[src/rtl/core/lctgf_pkg.sv]
// ----------------------------------------------------------------------------
// lctgf_pkg: shared definitions for the load-cell tare and glitch filter
// Widths, tare constants, codes, item and result types and back-end states.
// ----------------------------------------------------------------------------
package lctgf_pkg;

    localparam int TARE_COUNT = 16;
    localparam int TARE_IDX_W = (TARE_COUNT > 1) ? $clog2(TARE_COUNT) : 1;
    localparam int TARE_POS_W = $clog2(TARE_COUNT + 1);
    localparam int TARE_CNT_W = TARE_POS_W + 1;
    localparam int MED_IDX    = TARE_COUNT / 2;

    localparam int RAW_W     = 24;
    localparam int VAL_W     = 25;
    localparam int HELD_W    = 26;
    localparam int DELTA_W   = 27;
    localparam int SUM_W     = 32;
    localparam int SC_W      = 7;
    localparam int THR_W     = 25;
    localparam int MAX_SC    = 64;
    localparam int DIV_CNT_W = 5;

    localparam logic KIND_CONV = 1'b0;
    localparam logic KIND_TARE = 1'b1;

    localparam logic REG_THRESHOLD = 1'b0;
    localparam logic REG_SAMPLES   = 1'b1;

    localparam logic [THR_W-1:0] THR_RESET = THR_W'(50000);
    localparam logic [SC_W-1:0]  SC_RESET  = SC_W'(1);

    typedef struct packed {
        logic                    kind;
        logic signed [VAL_W-1:0] word;
    } lc_item_t;

    typedef struct packed {
        logic signed [VAL_W-1:0] filtered_value;
        logic signed [RAW_W-1:0] zero_offset;
        logic                    tare_done;
        logic                    glitch_pending;
    } lc_result_t;

    typedef enum logic [1:0] {
        ST_IDLE,
        ST_MEDIAN,
        ST_DIV,
        ST_JUDGE
    } back_state_t;

endpackage

[src/rtl/core/lctgf_front.sv]
// ----------------------------------------------------------------------------
// lctgf_front: input acceptance and classification
// Sign-extends each conversion word and queues it with its kind.
// ----------------------------------------------------------------------------
module lctgf_front (
    input  logic                                aclk,
    input  logic                                aresetn,
    input  logic                                in_valid,
    output logic                                in_ready,
    input  logic                                in_kind,
    input  logic [lctgf_pkg::RAW_W-1:0]         in_raw,
    output logic                                q_valid,
    input  logic                                q_pop,
    output lctgf_pkg::lc_item_t                 q_item
);

    lctgf_pkg::lc_item_t slot_reg [2];
    logic       wr_ptr_reg, wr_ptr_next;
    logic       rd_ptr_reg, rd_ptr_next;
    logic [1:0] count_reg, count_next;
    logic       push;
    logic       pop;
    lctgf_pkg::lc_item_t new_item;

    assign in_ready = (count_reg != 2'd2);
    assign push     = in_valid && in_ready;
    assign pop      = q_pop && q_valid;
    assign q_valid  = (count_reg != 2'd0);
    assign q_item   = slot_reg[rd_ptr_reg];

    always_comb begin
        new_item.kind = in_kind;
        new_item.word = {in_raw[lctgf_pkg::RAW_W-1], in_raw};
    end

    always_comb begin
        wr_ptr_next = push ? ~wr_ptr_reg : wr_ptr_reg;
        rd_ptr_next = pop ? ~rd_ptr_reg : rd_ptr_reg;
        count_next  = count_reg + 2'(push) - 2'(pop);
    end

    always_ff @(posedge aclk) begin
        if (!aresetn) begin
            wr_ptr_reg <= 1'b0;
            rd_ptr_reg <= 1'b0;
            count_reg  <= 2'd0;
        end else begin
            wr_ptr_reg <= wr_ptr_next;
            rd_ptr_reg <= rd_ptr_next;
            count_reg  <= count_next;
        end
    end

    always_ff @(posedge aclk) begin
        if (push) begin
            slot_reg[wr_ptr_reg] <= new_item;
        end
    end

endmodule

[src/rtl/core/lctgf_back.sv]
// ----------------------------------------------------------------------------
// lctgf_back: tare collection, median search, averaging and spike rejection
// Runs one queued item at a time and holds the result until it is taken.
// ----------------------------------------------------------------------------
module lctgf_back (
    input  logic                                aclk,
    input  logic                                aresetn,
    input  logic                                q_valid,
    output logic                                q_pop,
    input  lctgf_pkg::lc_item_t                 q_item,
    input  logic                                cfg_we,
    input  logic                                cfg_sel,
    input  logic [lctgf_pkg::THR_W-1:0]         cfg_wdata,
    output logic                                res_valid,
    input  logic                                res_ready,
    output lctgf_pkg::lc_result_t               res
);

    localparam int IW = lctgf_pkg::TARE_IDX_W;
    localparam int PW = lctgf_pkg::TARE_POS_W;
    localparam int CW = lctgf_pkg::TARE_CNT_W;

    lctgf_pkg::back_state_t state_reg, state_next;

    logic [lctgf_pkg::THR_W-1:0]          thr_reg;
    logic [lctgf_pkg::SC_W-1:0]           sc_reg;
    logic                                 taring_reg;
    logic [PW-1:0]                        pos_reg;
    logic [PW-1:0]                        cand_reg;
    logic signed [lctgf_pkg::RAW_W-1:0]   buf_reg [lctgf_pkg::TARE_COUNT];
    logic signed [lctgf_pkg::RAW_W-1:0]   offset_reg;
    logic signed [lctgf_pkg::SUM_W-1:0]   sum_reg;
    logic [lctgf_pkg::SC_W-1:0]           cnt_reg;
    logic signed [lctgf_pkg::HELD_W-1:0]  held_reg;
    logic                                 spike_reg;
    logic [lctgf_pkg::SUM_W-1:0]          quo_reg;
    logic [lctgf_pkg::SC_W-1:0]           rem_reg;
    logic [lctgf_pkg::SC_W-1:0]           div_reg;
    logic                                 neg_reg;
    logic [lctgf_pkg::DIV_CNT_W-1:0]      dcnt_reg;
    logic                                 res_valid_reg;
    lctgf_pkg::lc_result_t                res_reg;

    // Derived values
    logic                                 take;
    logic                                 is_tare;
    logic                                 tare_last;
    logic                                 win_done;
    logic [lctgf_pkg::SC_W-1:0]           n_eff;
    logic [lctgf_pkg::SC_W-1:0]           cnt_inc;
    logic signed [lctgf_pkg::HELD_W-1:0]  corrected;
    logic signed [lctgf_pkg::SUM_W-1:0]   sum_new;
    logic [lctgf_pkg::SUM_W-1:0]          sum_mag;
    logic signed [lctgf_pkg::RAW_W-1:0]   cand;
    logic [lctgf_pkg::TARE_COUNT-1:0]     lt_vec;
    logic [lctgf_pkg::TARE_COUNT-1:0]     eq_vec;
    logic [CW-1:0]                        n_lt;
    logic [CW-1:0]                        n_le;
    logic                                 med_hit;
    logic [lctgf_pkg::SC_W:0]             rem_sh;
    logic                                 rem_ge;
    logic [lctgf_pkg::SC_W:0]             rem_sub;
    logic [lctgf_pkg::SUM_W-1:0]          quo_signed;
    logic signed [lctgf_pkg::HELD_W-1:0]  avg;
    logic signed [lctgf_pkg::DELTA_W-1:0] delta;
    logic [lctgf_pkg::DELTA_W-1:0]        delta_abs;
    logic                                 glitch;
    logic signed [lctgf_pkg::HELD_W-1:0]  held_upd;
    logic                                 load_med;
    logic                                 load_avg;

    always_comb begin
        if (sc_reg == '0) begin
            n_eff = lctgf_pkg::SC_W'(1);
        end else if (sc_reg > lctgf_pkg::SC_W'(lctgf_pkg::MAX_SC)) begin
            n_eff = lctgf_pkg::SC_W'(lctgf_pkg::MAX_SC);
        end else begin
            n_eff = sc_reg;
        end
    end

    always_comb begin
        take      = (state_reg == lctgf_pkg::ST_IDLE) && q_valid && !res_valid_reg;
        is_tare   = (q_item.kind == lctgf_pkg::KIND_TARE);
        tare_last = (PW'(pos_reg + 1'b1) >= PW'(lctgf_pkg::TARE_COUNT));
        cnt_inc   = cnt_reg + 1'b1;
        win_done  = (cnt_inc >= n_eff);
        corrected = lctgf_pkg::HELD_W'(q_item.word)
                  - lctgf_pkg::HELD_W'(offset_reg);
        sum_new   = sum_reg + lctgf_pkg::SUM_W'(corrected);
        sum_mag   = sum_new[lctgf_pkg::SUM_W-1] ? (~sum_new + 1'b1) : sum_new;
    end

    // Median search: the candidate is the median once fewer than MED_IDX+1
    // entries sort below it and more than MED_IDX sort at or below it.
    assign cand = buf_reg[cand_reg[IW-1:0]];

    always_comb begin
        for (int i = 0; i < lctgf_pkg::TARE_COUNT; i++) begin
            lt_vec[i] = (buf_reg[i] < cand);
            eq_vec[i] = (buf_reg[i] == cand);
        end
        n_lt    = CW'($countones(lt_vec));
        n_le    = CW'($countones(lt_vec | eq_vec));
        med_hit = (n_lt <= CW'(lctgf_pkg::MED_IDX)) && (n_le > CW'(lctgf_pkg::MED_IDX));
    end

    always_comb begin
        rem_sh  = {rem_reg, quo_reg[lctgf_pkg::SUM_W-1]};
        rem_ge  = (rem_sh >= {1'b0, div_reg});
        rem_sub = rem_sh - {1'b0, div_reg};
    end

    always_comb begin
        quo_signed = neg_reg ? (~quo_reg + 1'b1) : quo_reg;
        avg        = quo_signed[lctgf_pkg::HELD_W-1:0];
        delta      = lctgf_pkg::DELTA_W'(avg) - lctgf_pkg::DELTA_W'(held_reg);
        delta_abs  = delta[lctgf_pkg::DELTA_W-1] ? (~delta + 1'b1) : delta;
        glitch     = (delta_abs > lctgf_pkg::DELTA_W'(thr_reg));
        held_upd   = (!glitch || spike_reg) ? avg : held_reg;
    end

    // Next state
    always_comb begin
        state_next = state_reg;
        case (state_reg)
            lctgf_pkg::ST_IDLE: begin
                if (take && !is_tare) begin
                    if (taring_reg) begin
                        if (tare_last) begin
                            state_next = lctgf_pkg::ST_MEDIAN;
                        end
                    end else if (win_done) begin
                        state_next = lctgf_pkg::ST_DIV;
                    end
                end
            end
            lctgf_pkg::ST_MEDIAN: begin
                if (med_hit) begin
                    state_next = lctgf_pkg::ST_IDLE;
                end
            end
            lctgf_pkg::ST_DIV: begin
                if (dcnt_reg == '1) begin
                    state_next = lctgf_pkg::ST_JUDGE;
                end
            end
            lctgf_pkg::ST_JUDGE: begin
                state_next = lctgf_pkg::ST_IDLE;
            end
            default: begin
                state_next = lctgf_pkg::ST_IDLE;
            end
        endcase
    end

    // Control outputs
    always_comb begin
        q_pop    = 1'b0;
        load_med = 1'b0;
        load_avg = 1'b0;
        case (state_reg)
            lctgf_pkg::ST_IDLE:   q_pop    = take;
            lctgf_pkg::ST_MEDIAN: load_med = med_hit;
            lctgf_pkg::ST_JUDGE:  load_avg = 1'b1;
            default: begin
                q_pop = 1'b0;
            end
        endcase
    end

    always_ff @(posedge aclk) begin
        if (!aresetn) begin
            state_reg     <= lctgf_pkg::ST_IDLE;
            thr_reg       <= lctgf_pkg::THR_RESET;
            sc_reg        <= lctgf_pkg::SC_RESET;
            taring_reg    <= 1'b0;
            pos_reg       <= '0;
            offset_reg    <= '0;
            sum_reg       <= '0;
            cnt_reg       <= '0;
            held_reg      <= '0;
            spike_reg     <= 1'b0;
            res_valid_reg <= 1'b0;
        end else begin
            state_reg <= state_next;
            if (cfg_we) begin
                if (cfg_sel == lctgf_pkg::REG_THRESHOLD) begin
                    thr_reg <= cfg_wdata;
                end else begin
                    sc_reg <= cfg_wdata[lctgf_pkg::SC_W-1:0];
                end
            end
            if (q_pop) begin
                if (is_tare) begin
                    offset_reg <= '0;
                    pos_reg    <= '0;
                    taring_reg <= 1'b1;
                    sum_reg    <= '0;
                    cnt_reg    <= '0;
                end else if (taring_reg) begin
                    pos_reg <= tare_last ? '0 : PW'(pos_reg + 1'b1);
                end else if (win_done) begin
                    sum_reg <= '0;
                    cnt_reg <= '0;
                end else begin
                    sum_reg <= sum_new;
                    cnt_reg <= cnt_inc;
                end
            end
            if (load_med) begin
                offset_reg <= cand;
                taring_reg <= 1'b0;
            end
            if (load_avg) begin
                held_reg  <= held_upd;
                spike_reg <= glitch;
            end
            if (load_med || load_avg) begin
                res_valid_reg <= 1'b1;
            end else if (res_ready) begin
                res_valid_reg <= 1'b0;
            end
        end
    end

    always_ff @(posedge aclk) begin
        if (q_pop && !is_tare && taring_reg) begin
            buf_reg[pos_reg[IW-1:0]] <= q_item.word[lctgf_pkg::RAW_W-1:0];
        end
        if (q_pop && !is_tare && taring_reg && tare_last) begin
            cand_reg <= '0;
        end else if (state_reg == lctgf_pkg::ST_MEDIAN) begin
            cand_reg <= PW'(cand_reg + 1'b1);
        end
        if (q_pop && !is_tare && !taring_reg && win_done) begin
            quo_reg  <= sum_mag;
            neg_reg  <= sum_new[lctgf_pkg::SUM_W-1];
            div_reg  <= cnt_inc;
            rem_reg  <= '0;
            dcnt_reg <= '0;
        end else if (state_reg == lctgf_pkg::ST_DIV) begin
            rem_reg  <= rem_ge ? rem_sub[lctgf_pkg::SC_W-1:0] : rem_sh[lctgf_pkg::SC_W-1:0];
            quo_reg  <= {quo_reg[lctgf_pkg::SUM_W-2:0], rem_ge};
            dcnt_reg <= dcnt_reg + 1'b1;
        end
        if (load_med) begin
            res_reg.filtered_value <= held_reg[lctgf_pkg::VAL_W-1:0];
            res_reg.zero_offset    <= cand;
            res_reg.tare_done      <= 1'b1;
            res_reg.glitch_pending <= spike_reg;
        end else if (load_avg) begin
            res_reg.filtered_value <= held_upd[lctgf_pkg::VAL_W-1:0];
            res_reg.zero_offset    <= offset_reg;
            res_reg.tare_done      <= 1'b0;
            res_reg.glitch_pending <= glitch;
        end
    end

    assign res_valid = res_valid_reg;
    assign res       = res_reg;

`ifndef SYNTHESIS
    a_no_overwrite: assert property (@(posedge aclk) disable iff (!aresetn)
        (load_med || load_avg) |-> !res_valid_reg)
        else $error("result register loaded while a result is pending");
    a_div_nonzero: assert property (@(posedge aclk) disable iff (!aresetn)
        (state_reg == lctgf_pkg::ST_DIV) |-> (div_reg != '0))
        else $error("divider running with a zero divisor");
    a_median_taring: assert property (@(posedge aclk) disable iff (!aresetn)
        (state_reg == lctgf_pkg::ST_MEDIAN) |-> taring_reg)
        else $error("median search outside a tare");
    a_busy_no_pop: assert property (@(posedge aclk) disable iff (!aresetn)
        (state_reg != lctgf_pkg::ST_IDLE) |-> !q_pop)
        else $error("item taken while the back end is busy");
`endif

endmodule

[src/rtl/core/load_cell_tare_and_glitch_filter_top.sv]
// ----------------------------------------------------------------------------
// load_cell_tare_and_glitch_filter_top: load-cell tare and glitch filter
// Stream front end, two-deep queue and a sequential tare/average back end.
// ----------------------------------------------------------------------------
// A window-closing conversion gives its result after the bit-serial divider
// and the judge state; a tare-ending conversion gives its result after the
// median search (one median candidate per cycle).
// Other items are taken back to back while no result is pending; during the
// divider and the median search the back end takes no new item.
// Reset (aresetn low, synchronous) clears offset, window, held value and
// flags and restores the register defaults; the tare buffer is not cleared.
module load_cell_tare_and_glitch_filter_top (
    input  logic        aclk,
    input  logic        aresetn,
    // Input stream
    input  logic        s_tvalid,
    output logic        s_tready,
    input  logic [23:0] s_tdata,   // [23:0] raw_word
    input  logic        s_tuser,   // [0] kind
    // Result stream
    output logic        m_tvalid,
    input  logic        m_tready,
    output logic [55:0] m_tdata,   // [24:0] filtered_value, [48:25] zero_offset, rest zero
    output logic [1:0]  m_tuser,   // [0] tare_done, [1] glitch_pending
    // Register writes
    input  logic        cfg_valid,
    output logic        cfg_ready,
    input  logic        cfg_index,
    input  logic [24:0] cfg_data
);

    logic                  q_valid;
    logic                  q_pop;
    lctgf_pkg::lc_item_t   q_item;
    lctgf_pkg::lc_result_t res;

    // Registers are always writable; writes must happen only while idle (not enforced).
    assign cfg_ready = 1'b1;

    lctgf_front u_front (
        .aclk     (aclk),
        .aresetn  (aresetn),
        .in_valid (s_tvalid),
        .in_ready (s_tready),
        .in_kind  (s_tuser),
        .in_raw   (s_tdata),
        .q_valid  (q_valid),
        .q_pop    (q_pop),
        .q_item   (q_item)
    );

    lctgf_back u_back (
        .aclk      (aclk),
        .aresetn   (aresetn),
        .q_valid   (q_valid),
        .q_pop     (q_pop),
        .q_item    (q_item),
        .cfg_we    (cfg_valid),
        .cfg_sel   (cfg_index),
        .cfg_wdata (cfg_data),
        .res_valid (m_tvalid),
        .res_ready (m_tready),
        .res       (res)
    );

    // The result bus carries the held value and the offset; the flags
    // travel on the user lane.
    assign m_tdata = {7'd0, res.zero_offset, res.filtered_value};
    assign m_tuser = {res.glitch_pending, res.tare_done};

endmodule

[config.mk]
export PLATFORM = sky130hd
export DESIGN_NAME = load_cell_tare_and_glitch_filter_top
export DESIGN_NICKNAME = d
export VERILOG_FILES = /design/src/rtl/core/lctgf_pkg.sv /design/src/rtl/core/lctgf_front.sv /design/src/rtl/core/lctgf_back.sv /design/src/rtl/core/load_cell_tare_and_glitch_filter_top.sv
export SDC_FILE = /design/constraint.sdc
export NUM_CORES = 2
export LEC_CHECK = 0
export BUFFER_PORTS_ARGS = -buffer_cell sky130_fd_sc_hd__buf_2
export CORE_MARGIN = 3
export CORE_UTILIZATION = 64
export DETAILED_ROUTE_END_ITERATION = 8
export PLACE_DENSITY = 0.81
export SLEW_MARGIN = 20
export SYNTH_ARGS = -nofsm -noshare
export SYNTH_HDL_FRONTEND = slang
export SYNTH_SLANG_ARGS = --single-unit
[constraint.sdc]
create_clock -name aclk -period 11.62 [get_ports aclk]
set_input_delay 1.743 -clock aclk [delete_from_list [all_inputs] [get_ports aclk]]
set_output_delay 1.743 -clock aclk [all_outputs]
set_load 0.01 [all_outputs]
## After elaboration in Yosys (flattened, before gate mapping)

Memory sizes are Yosys's and may differ from the RTL's. A register that Yosys moved wholly into a read port is not among the register bits.
Cells that the tools add are included.
W data, S select, Z words.

- Bits in registers: 243
- Bits in writable memories: 436
- Bits of input ports: 56
- Output and inout port bits: 61
- Memories kept: 2

Memories:

| name | depth | bits a word | rd ports | clocked after Yosys merged registers in | write ports | line | text |
|---|---|---|---|---|---|---|---|
| u_back.buf_reg | 16 | 24 | 17 | 1 | 1 | lctgf_back.sv:30 | `logic signed [lctgf_pkg::RAW_W-1:0] buf_reg [lctgf_pkg::TARE_COUNT];` |
| u_front.slot_reg | 2 | 26 | 1 | 1 | 1 | lctgf_front.sv:17 | `lctgf_pkg::lc_item_t slot_reg [2];` |

- Add/sub/neg operators: 43
- Order comparisons: 23
- Eq/ne operators: 27
- Muxes and demuxes: 43
- Bitwise gates (word level): 8
- Reduce and logical (&&, ||, !) cells: 35

Operators by type and width:

| kind | number |
|---|---|
| $eq A24 B24 Y1 | 16 |
| $lt A24 B24 Y1 | 16 |
| $mux W32 | 6 |
| $mux W51 | 2 |
| $add A6 B6 Y6 | 14 |
| $mux W24 | 3 |
| $mux W7 | 6 |
| $add A1 B1 Y2 | 16 |
| $add A32 B1 Y32 const B | 1 |
| $add A32 B26 Y32 | 1 |
| $not A32 Y32 | 1 |
| $add A27 B1 Y27 const B | 1 |
| $gt A27 B25 Y1 | 1 |
| $mux W27 | 1 |
| $not A27 Y27 | 1 |
| $sub A26 B26 Y27 | 1 |
| $add A26 B1 Y26 const B | 1 |
| $mux W26 | 1 |
| $not A26 Y26 | 1 |
| $sub A25 B24 Y26 | 1 |
| $mux W25 | 1 |
| $or A16 B16 Y16 | 1 |
| $add A5 B1 Y5 const B | 3 |
| $mux W5 | 3 |
| other kinds (31) | 80 |

## Depth between registers and ports, before layout

- Depth in word-level cells: 13
- Depth in mapped cells: 37
- Mapped depth without buffers: 33

## Cells and area by module

From an unflattened synthesis, not the netlist that was laid out.

- Cell total of the unflattened synthesis: 3736
- Area, all modules: 42572.1 µm²

Modules (own cells, without submodules):

| module | times used | cells an instance | area an instance (µm²) | seq. area each (µm²) |
|---|---|---|---|---|
| lctgf_back | 1 | 3618 | 40423.8 | 17276.6 |
| lctgf_front | 1 | 108 | 2080.7 | 1601.5 |
| load_cell_tare_and_glitch_filter_top | 1 | 10 | 67.6 | 0.0 |

## Least setup slack after synthesis

Ideal clock, no wire load.

- Path kind: flip-flop to flip-flop
- Start point: reg (tool-made name)
- End point: reg u_back.res_reg, in the netlist u_back.res[0], enable pin
- Arrival time: 10.062 ns
- Required time: 11.204 ns
- Setup slack: 1.141 ns
- Stages on the path, launching flop included: 36
- Path through: dfxtp_1 -> clkbuf_1 -> buf_1 -> buf_1 -> mux4_2 -> mux4_2 -> inv_1 -> ha_1 -> nor2b_1 -> o21a_1 -> o21a_1 -> o21a_1 -> o21a_1 -> o21a_1 -> o21ai_0 -> nand2b_1 -> a2111oi_0 -> mux2i_1 -> a21o_1 -> ha_1 -> inv_1 -> fa_1 -> inv_1 -> fa_1 -> inv_1 -> fa_1 -> inv_1 -> fa_1 -> ha_1 -> fa_1 -> nor3_1 -> o21ai_0 -> nand3_1 -> nor2b_1 -> clkbuf_1 -> nand2b_1

RTL lines:

| element | line | text |
|---|---|---|
| end: declaration | lctgf_back.sv:42 | `lctgf_pkg::lc_result_t res_reg;` |

==> metrics.yaml <==
drt-pass1-iter-count: 6
synthTopCellsByArea: "sky130_fd_sc_hd__edfxtp_1, sky130_fd_sc_hd__ha_1, sky130_fd_sc_hd__dfxtp_1"
first_iter_violations: 3711
ys.warnings.count: 0
drt-total-wl_um: 126600
power_frac_seq_pct: 26.9
setup_violation_total_in_the_final_timing_report: 0
timing.critical_path.slowest_cell_delay_ns: 0.83
async_reset_ff_share_pct: 0
dpl_cell_area_um2: 44720
finalSetupTns_ns: 0
power.leakage_nw: 18.78
clock_tree.htree_level_count: 3
design_area_um2: 47170
max_cap_violations: 0
number_of_flops_mapped_to_enable_cells_by_yosys: 524
cts-hold-fix-buffers: 0
synthesized_area_um2: 43260
cp.arrival_ns: 10.26
final_core_utilization_pct: 71.11
worst_pin_slew_ns: 1.137
placement.setup.worst_slack_ns: 1.633
min_period_over_period_pct: 86.18
ir_worst_vdd_v: 0.0001774
syn_inst: 3823
die-width_um: 266.0
clockRootBuffer: "sky130_fd_sc_hd__clkbuf_16"
post_route_cells_drive_above_1_share_pct: 11.70
antenna_found_initial: 3
crit_path_top_delay_cell: "sky130_fd_sc_hd__dfxtp_4"
grt_start_max_net_pins: 93
critPathKind: "reg2reg"
globalRoute.totalOverflow: 0
die_height_um: 266.0
grt_pass1_vias: 31070
synthFlopType: "sky130_fd_sc_hd__edfxtp_1"
total_switching_power_mw: 4.810
final_nets: 4547
skew_ns: 0.03287
power_density_nw_per_um2: 237.3
sequential_element_share_of_the_synthesized_area_pct: 43.64
clock-sinks: 681
cts_tree: "built"
cts-resized-gates: 0
pwr-share-clk_pct: 21.3
core_area_um2: 66330
start_util_pct: 65.21
layout_min_cycle_time_ns: 10.01
finalWeightedCongestion: 1.012
critical_path_required_ns: 11.86
synth.cells.most_frequent: "sky130_fd_sc_hd__edfxtp_1, sky130_fd_sc_hd__ha_1, sky130_fd_sc_hd__nand2_1"
route.detailed.drc: 0
global_route.usage.total_pct: 35.60
comb_power_share_pct: 51.8
hold_viol: 0
worst_path_most_repeated_cell: "sky130_fd_sc_hd__a21o_1"
rows: 94
hold-worst-slack_ns: 0.4634
syn_avg_cell_area_um2: 11.32
area_growth_syn_to_layout_pct: 9.041
dieArea_um2: 70750
clk_pin_slew_ns: 0.06
cell_internal_pwr_mw: 6.384
layout_setup_ws_ns: 1.606
global_route_wire_length_before_repair_um: 189100
critical_path.max_fanout: 51
worstSetupStartpointType: "flip-flop"
yosys.area.top_type: "sky130_fd_sc_hd__edfxtp_1"
synth_cell_types: 104
vias: 32050
yosys_register_bits: 681
cts_inserted_buffers: 73
timing.fmax_mhz: 99.86
dp_hpwl_um: 93870
routed_wire_length_per_instance_um: 26.16
critPathCaptureType: "flip-flop"
numPortBuffers: 108
yosys.area.top_type_share_pct: 36.37
setup_repair_after_global_routing_missed_its_margin: "false"
antenna_cells_inserted: 0
detail_route.vias_per_cell: 6.621
largest_register_ffs: 384
maxSlewViolCount: 0
cts.path.max_buffers: 3
worst_hold_path_type: "reg2reg"
postRouteAntennaNets: 0
yosysMostFrequentCell: "sky130_fd_sc_hd__edfxtp_1"
top_level_ports: 117
slew-limit-headroom_pct: 24.07
swShare_pct: 42.97
status: "finished, final reports clean"
cts_setup_buffers: 0
later_pin_clock_latency_in_the_skew_report_ns: 0.64
==> placed cells by master (no fill, tap or decap), drive strengths merged, types with 96 or more instances in the layout <==
cell type  instances
a21o             122
a21oi            191
buf              148
clkbuf            96
dfxtp            157
edfxtp           524
ha               521
inv              289
mux4             120
nand2            327
nand4            114
nor2             150
nor2b            104
o21a             104
o21ai            182
==> through the flow <==
stage	cells	power [mW]
3_5_place_dp	4704	8.696
4_1_cts	4840	11.09
5_1_grt	4840	11.89
2_1_floorplan	3829	7.227
6_report	4840	11.19
3_3_place_gp	4704	8.577
==> area by class of cell <==
| cell class | count | area, um^2 |
|---|---|---|
| clock buffers | 96 | 1974 |
| clock inverters | 40 | 473.0 |
| fillers | 4731 | 19160 |
| inverters | 288 | 1081 |
| multi-input cells | 2723 | 22800 |
| flip-flops and latches | 681 | 18890 |
| well taps | 864 | 1081 |
| repair buffers | 148 | 868.3 |
==> kinds of logic after synthesis <==
kind of cell	Yosys count	share of synthesized area [%]
other	2	0.01736
multiplexers	158	7.147
flip-flops	681	43.64
XOR/XNOR	136	2.788
adder cells (fa/ha/maj)	576	17.61
buffers and inverters	425	3.916
AO/OA/AOI/OAI	860	13.32
AND/OR/NAND/NOR	985	11.56
==> routing by layer <==
layer | wire [um] | global-route usage, % | vias up
met4 | 7941 | 19.19 | 4
met2 | 56360 | 55.06 | 1740
li1 | - | - | 14430
met1 | 50070 | 47.99 | 15520
met3 | 12190 | 6.815 | 357
met5 | 31 | 0 | -
==> critical path, delay by kind of cell (launching register included) <==
| family | cells | cell delay, ns |
|---|---|---|
| adder cells (fa/ha/maj) | 8 | 3.23 |
| AO/OA/AOI/OAI | 9 | 1.82 |
| flip-flops | 1 | 0.83 |
| multiplexers | 3 | 1.34 |
| AND/OR/NAND/NOR | 5 | 0.54 |
| buffers and inverters | 7 | 1.78 |
==> power groups by stage <==
stage                     clock [mW]  sequential, mW  combinational, mW
after floorplan                    0            3.02               4.21
after global placement             0            3.05               5.53
after detailed placement           0            3.06               5.64
after CTS                       2.40            3.01               5.69
after global routing            2.49            3.02               6.38
final                           2.39            3.01               5.80
==> path summary, 6_finish.rpt <==
path	start	endpoint	slack [ns]	depth (start not counted)
setup / recovery	flip-flop	u_back.res[39]$_DFFE_PP_	1.61	32
hold / removal	u_back.thr_reg[5]$_SDFFE_PN0P_	u_back.thr_reg[5]$_SDFFE_PN0P_	0.46	2
setup reg to reg	flip-flop	u_back.res[39]$_DFFE_PP_	1.61	32
hold reg to reg	u_back.thr_reg[5]$_SDFFE_PN0P_	u_back.thr_reg[5]$_SDFFE_PN0P_	0.46	2
(Power assumes the default switching activity.)
